==> src/hw/rtl/size_class_slot_allocator_top_macros.svh <==
// ----------------------------------------------------------------------------
// Assertion macros for the size-class slot allocator
// Concurrent checks on clk with rst_n low disabling them; empty in synthesis.
// ----------------------------------------------------------------------------
`ifndef SIZE_CLASS_SLOT_ALLOCATOR_TOP_MACROS_SVH
`define SIZE_CLASS_SLOT_ALLOCATOR_TOP_MACROS_SVH

`ifndef SYNTHESIS
// same-cycle implication
`define SCSA_ASSERT_IMP(lbl, ante, cons, msg) \
  lbl: assert property (@(posedge clk) disable iff (!rst_n) (ante) |-> (cons)) \
    else $error(msg);
// next-cycle implication
`define SCSA_ASSERT_NXT(lbl, ante, cons, msg) \
  lbl: assert property (@(posedge clk) disable iff (!rst_n) (ante) |=> (cons)) \
    else $error(msg);
`else
`define SCSA_ASSERT_IMP(lbl, ante, cons, msg)
`define SCSA_ASSERT_NXT(lbl, ante, cons, msg)
`endif

`endif

==> src/hw/rtl/scsa_ram.sv <==
// ----------------------------------------------------------------------------
// scsa_ram
// Generic simple dual-port RAM: one write port, one read port, registered read.
// ----------------------------------------------------------------------------
`default_nettype none

module scsa_ram #(
  parameter int WIDTH = 8,
  parameter int DEPTH = 16,
  localparam int AW = (DEPTH > 1) ? $clog2(DEPTH) : 1
) (
  input  wire logic             clk,
  input  wire logic             we,
  input  wire logic [AW-1:0]    waddr,
  input  wire logic [WIDTH-1:0] wdata,
  input  wire logic             re,
  input  wire logic [AW-1:0]    raddr,
  output logic      [WIDTH-1:0] rdata
);

  logic [WIDTH-1:0] mem [DEPTH];
  logic [WIDTH-1:0] rdata_r;

  // Write port
  always_ff @(posedge clk) begin
    if (we) begin
      mem[waddr] <= wdata;
    end
  end

  // Registered read port
  always_ff @(posedge clk) begin
    if (re) begin
      rdata_r <= mem[raddr];
    end
  end

  assign rdata = rdata_r;

endmodule

`default_nettype wire

==> config.mk <==
export PLATFORM = sky130hd
export DESIGN_NAME = scsa_ram
export DESIGN_NICKNAME = d
export VERILOG_FILES = /design/src/hw/rtl/size_class_slot_allocator_top_macros.svh /design/src/hw/rtl/scsa_ram.sv
export SDC_FILE = /design/constraint.sdc
export NUM_CORES = 1
export LEC_CHECK = 0
export BUFFER_PORTS_ARGS = -buffer_cell sky130_fd_sc_hd__buf_2
export CAP_MARGIN = 25
export CORE_UTILIZATION = 55
export CTS_BUF_LIST = sky130_fd_sc_hd__clkbuf_4 sky130_fd_sc_hd__clkbuf_8
export DETAILED_ROUTE_END_ITERATION = 10
export GPL_TIMING_DRIVEN = 0
export HOLD_SLACK_MARGIN = 0.05
export PLACE_DENSITY = 0.84
export SETUP_SLACK_MARGIN = 0.05
export SLEW_MARGIN = 10
export SYNTH_ARGS = -nofsm -noshare
export SYNTH_HDL_FRONTEND = slang
export SYNTH_SLANG_ARGS = --single-unit
==> constraint.sdc <==
create_clock -name clk -period 2.1 [get_ports clk]
set_input_delay 0.105 -clock clk [delete_from_list [all_inputs] [get_ports clk]]
set_output_delay 0.105 -clock clk [all_outputs]
set_load 0.01 [all_outputs]
Word-level counts from Yosys, hierarchy flattened

Memory sizes are Yosys's and may differ from the RTL's. A register that Yosys moved wholly into a read port is not among the register bits.
Index checks and enable logic that the tools add are counted.

Bits in writable memories: 128
Output and inout bits: 8
Flip-flop bits (word level): 0
ROM bits: 0
Latch bits: 0
Input port bits: 19
Memories kept: 1

Muxes and demuxes: 2
$lt $le $gt $ge: 0
Shifts and indexed selects: 0
Multipliers: 0
Reduce and logical (&&, ||, !) cells: 0
Divide/modulo/power cells: 0
Equality and inequality tests: 0
Bitwise gates (word level): 0
Add/subtract/negate cells: 0

Memory list:

| name | words | width | read ports | clocked after Yosys merged registers in | write ports | line           | RTL |
|---|---|---|---|---|---|---|---|
| mem  | 16    | 8     | 1          | 1                                       | 1           | scsa_ram.sv:21 | `logic [WIDTH-1:0] mem [DEPTH];` |

Operators by type and width:

| operator          | count |
|---|---|
| 1-bit two-way mux | 2 |

Logic depth before layout (Yosys ltp)

Depth after elaboration: 2
Gate-level depth with buffers: 5

Worst setup path before layout

Ideal clock, no wire load.

Path kind: input port to flip-flop
Start point: input waddr[2]
End point: memory mem[0][0] (enable)
Required time: 1717 ps
Path slack: 502 ps
Arrival time: 1215 ps
Stages on the path: 2
Buffers on the path: 0
Cells stage by stage: or3b_2 > nor3_1

RTL lines:

| item               | line           | RTL |
|---|---|---|
| start: declaration | scsa_ram.sv:14 | `input wire logic [AW-1:0] waddr,` |
| end: declaration   | scsa_ram.sv:21 |  |

No word-level cell before the write port.

Final worst setup path

Start point: input waddr[2]
End point: memory mem[0][4] (enable)

No word-level cell before the write port.

==> impl_metrics.py <==
metrics = {
    "routing": {
        "drt-total-wl_um": 9652,
        "routedWlPerCell_um": 22.93,
        "antenna_left": 0,
        "first_pass_iters": 5,
        "viasPerCell": 5.903,
        "dr.first_iter.drc_count": 268,
        "drc": 0,
        "vias": 2485,
    },
    "floorplan": {
        "die-area_um2": 9898,
        "start_util_pct": 56.57,
        "coreArea_um2": 9240,
        "rows": 35,
        "die_w_um": 99.49,
        "num_io_pins": 27,
        "die_height_um": 99.49,
    },
    "pwr": {
        "leakagePower_nw": 1.997,
        "pwr-share-seq_pct": 54.9,
        "power_frac_comb_pct": 5.2,
        "vdd_drop_max_mv": 0.5807,
        "pwr_density_cell_nw_per_um2": 934.1,
        "clkPwrFrac_pct": 39.8,
        "intPower_mw": 4.506,
        "p_switching_mw": 1.083,
        "swShare_pct": 19.37,
    },
    "sta": {
        "rsz0062_at_grt": "false",
        "setup_violations": 0,
        "fin_skew_ps": 12.08,
        "fin_crit_sh_pct": 75.41,
        "drv_slew": 0,
        "max_freq_ghz": 0.6315,
        "period_minus_slack_ps": 1584,
        "relSlewSlack_pct": 44.11,
        "setup_tns_ps": 0,
        "hold_ws_ps": 79.94,
        "layout_setup_ws_ps": 516.3,
        "finalHoldViolCount": 0,
        "max_slew.worst_pin.slew_ps": 831.9,
    },
    "synth": {
        "synth_top_area_share_pct": 78.12,
        "async_flop_share_pct": 0,
        "netlist_instances": 229,
        "yosys_warnings": 0,
        "synth_top_flop_cell": "edfxtp_1",
        "synth_seq_cells": 136,
        "synth_edf_count": 136,
        "yosysTopAreaCell": "edfxtp_1",
        "synth_nets": 248,
        "synth.most_common_cell": "edfxtp_1",
        "yosysSeqAreaShare_pct": 78.12,
        "netlist_area_um2": 5228,
        "postSynthAreaPerCell_um2": 22.83,
        "netlist_top_cells_count": "136 x edfxtp_1, 18 x mux4_2, 16 x a22oi_1, 14 x mux4_1, 13 x nor2_1",
        "synthTopCellsByArea": "edfxtp_1 78%, mux4_2 7.8%, mux4_1 7.0%",
        "ys_types": 18,
    },
    "global_route": {
        "grt_max_degree": 17,
        "grt_pass1_wl_um": 14230,
        "track_usage_pct": 21.20,
        "grt_pass1_vias": 2502,
        "antenna_found_initial": 0,
        "grt_overflow_total": 0,
    },
    "setup_path": {
        "cp.arrival_ps": 1720,
        "required_ps": 2230,
        "r2r_cells": 3,
        "path_cells": "buf_2, or3b_2, nor3_1, buf_2",
        "crit_path_max_incr_delay_ps": 660,
        "crit_top_cell": "buf_2",
        "crit_type": "in2reg",
        "worst_r2r_endpoint": "rdata[0]$_DFFE_PP_",
        "path_delay_family": "simple AND/OR/NAND/NOR gates",
        "r2r-start": "mem[5][0]$_DFFE_PP_",
        "r2r_slack_ps": 540,
        "end_kind": "register",
        "critPathSlowestCell": "nor3_1",
        "cp-start-kind": "primary input",
        "path_max_fanout": 5,
        "critPathBufInv": 2,
    },
    "clock_tree": {
        "cts_setup_buffers": 0,
        "cts-resized-gates": 0,
        "cts_buffers": 17,
        "clkLatencyLatePin_ps": 430,
        "clock-root-buffer": "clkbuf_8",
        "clk_pin_slew_worst_paths_ps": 80,
        "cts_buffer_depth": 2,
        "cts.sinks": 136,
        "cts_tree": "yes",
        "cts_hold_buf": 3,
        "h-tree-depth": 4,
    },
    "min_path": {
        "worstHoldStart": "wdata[2]",
        "min_path_cells": 1,
        "hold_class": "in2reg",
        "min_to": "mem[0][2]$_DFFE_PP_",
    },
    "finish": {
        "fillCellCount": 600,
        "utilization_pct": 64.75,
        "nets": 299,
        "finalNonFillerCells": 421,
        "drive_above_1_share_pct": 29.79,
        "area_delta_synth_final_pct": 14.46,
        "num_antenna_cells": 0,
    },
    "placed_design": {
        "io_buffer_count": 25,
        "dp_slack_ps": 135.5,
        "dpl.hpwl_um": 6021,
        "place_congestion": 0.7063,
        "placed_cells": 387,
    },
    "job": {
        "maxCapViolCount": 0,
    },
    "run_status": {
        "outcome": "complete, no violations",
    },
}
==> through the flow <==
stage	power, mW	instance area, µm²
after floorplan	3.288	5228
after global placement	3.399	5514
after detailed placement	3.417	5537
after CTS	5.616	5983
after global routing	5.744	5983
final	5.589	5983
==> power groups by stage <==
stage          Combinational (mW)  Sequential, mW  Clock (mW)
2_1_floorplan               0.154            3.13           0
3_3_place_gp                0.276            3.12           0
3_5_place_dp                0.288            3.13           0
4_1_cts                     0.294            3.07        2.25
5_1_grt                     0.311            3.07        2.36
6_report                    0.292            3.07        2.23
==> kinds of logic (layout without fill, tap and decap cells) <==
kind of cell | Yosys count | in the layout | synth area share, %
AO/OA/AOI/OAI | 16 | 16 | 2.298
buffers and inverters | 10 | 73 | 1.651
flip-flops | 136 | 136 | 78.12
multiplexers | 32 | 32 | 14.79
AND/OR/NAND/NOR | 35 | 35 | 3.136
==> layout make-up <==
type | count | area, µm² | area share [%]
repair buffers | 32 | 177.7 | 2.969
clock inverters | 10 | 152.6 | 2.551
multi-input cells | 83 | 1057 | 17.67
flip-flops and latches | 136 | 4084 | 68.26
clock buffers | 21 | 264.0 | 4.412
plain buffers | 10 | 86.33 | 1.443
well taps | 129 | 161.4 | 2.698
==> cell usage in the layout, fill, tap and decap left out <==
master | netlist | layout
and2_1 | 1 | 1
nor2_1 | 13 | 13
buf_4 | 1 | 2
or3b_2 | 1 | 1
nor3_1 | 4 | 4
clkinv_2 | 0 | 2
clkinv_1 | 0 | 2
and2b_1 | 1 | 1
a22oi_1 | 16 | 16
buf_6 | 3 | 3
clkdlybuf4s25_2 | 3 | 3
nor2b_1 | 1 | 1
edfxtp_1 | 136 | 136
nand3b_1 | 2 | 2
clkbuf_4 | 0 | 4
dlygate4sd3_1 | 0 | 3
mux4_1 | 14 | 14
clkinvlp_4 | 0 | 2
mux4_2 | 18 | 18
buf_2 | 3 | 31
clkbuf_8 | 0 | 17
nand2_1 | 9 | 9
nand2b_1 | 2 | 2
bufinv_16 | 0 | 4
nand3_1 | 1 | 1
==> sequential cells by signal (all words and copies together), names as in the netlist <==
signal  count
mem       128
rdata       8
==> worst max-delay path by stage <==
stage	cells after the start	slack (ps)	end	startpoint
global placement	3	-30	mem[0][7]$_DFFE_PP_	waddr[2]
global route	4	500	mem[0][3]$_DFFE_PP_	waddr[2]
CTS	3	520	rdata[0]$_DFFE_PP_	mem[5][0]$_DFFE_PP_
floorplan	2	500	mem[0][0]$_DFFE_PP_	waddr[2]
detailed placement	4	140	mem[0][4]$_DFFE_PP_	waddr[2]
finish	4	520	mem[0][4]$_DFFE_PP_	waddr[2]
==> routing by layer <==
metal / GRT usage [%] / up-vias / wire length, µm
met4: 8.484 / 0 / 153
li1: - / 1085 / -
met1: 29.57 / 1248 / 4004
met3: 5.411 / 20 / 737
met2: 32.69 / 132 / 4758
met5: 0 / - / 0
Power figures use the tool's default switching activity.
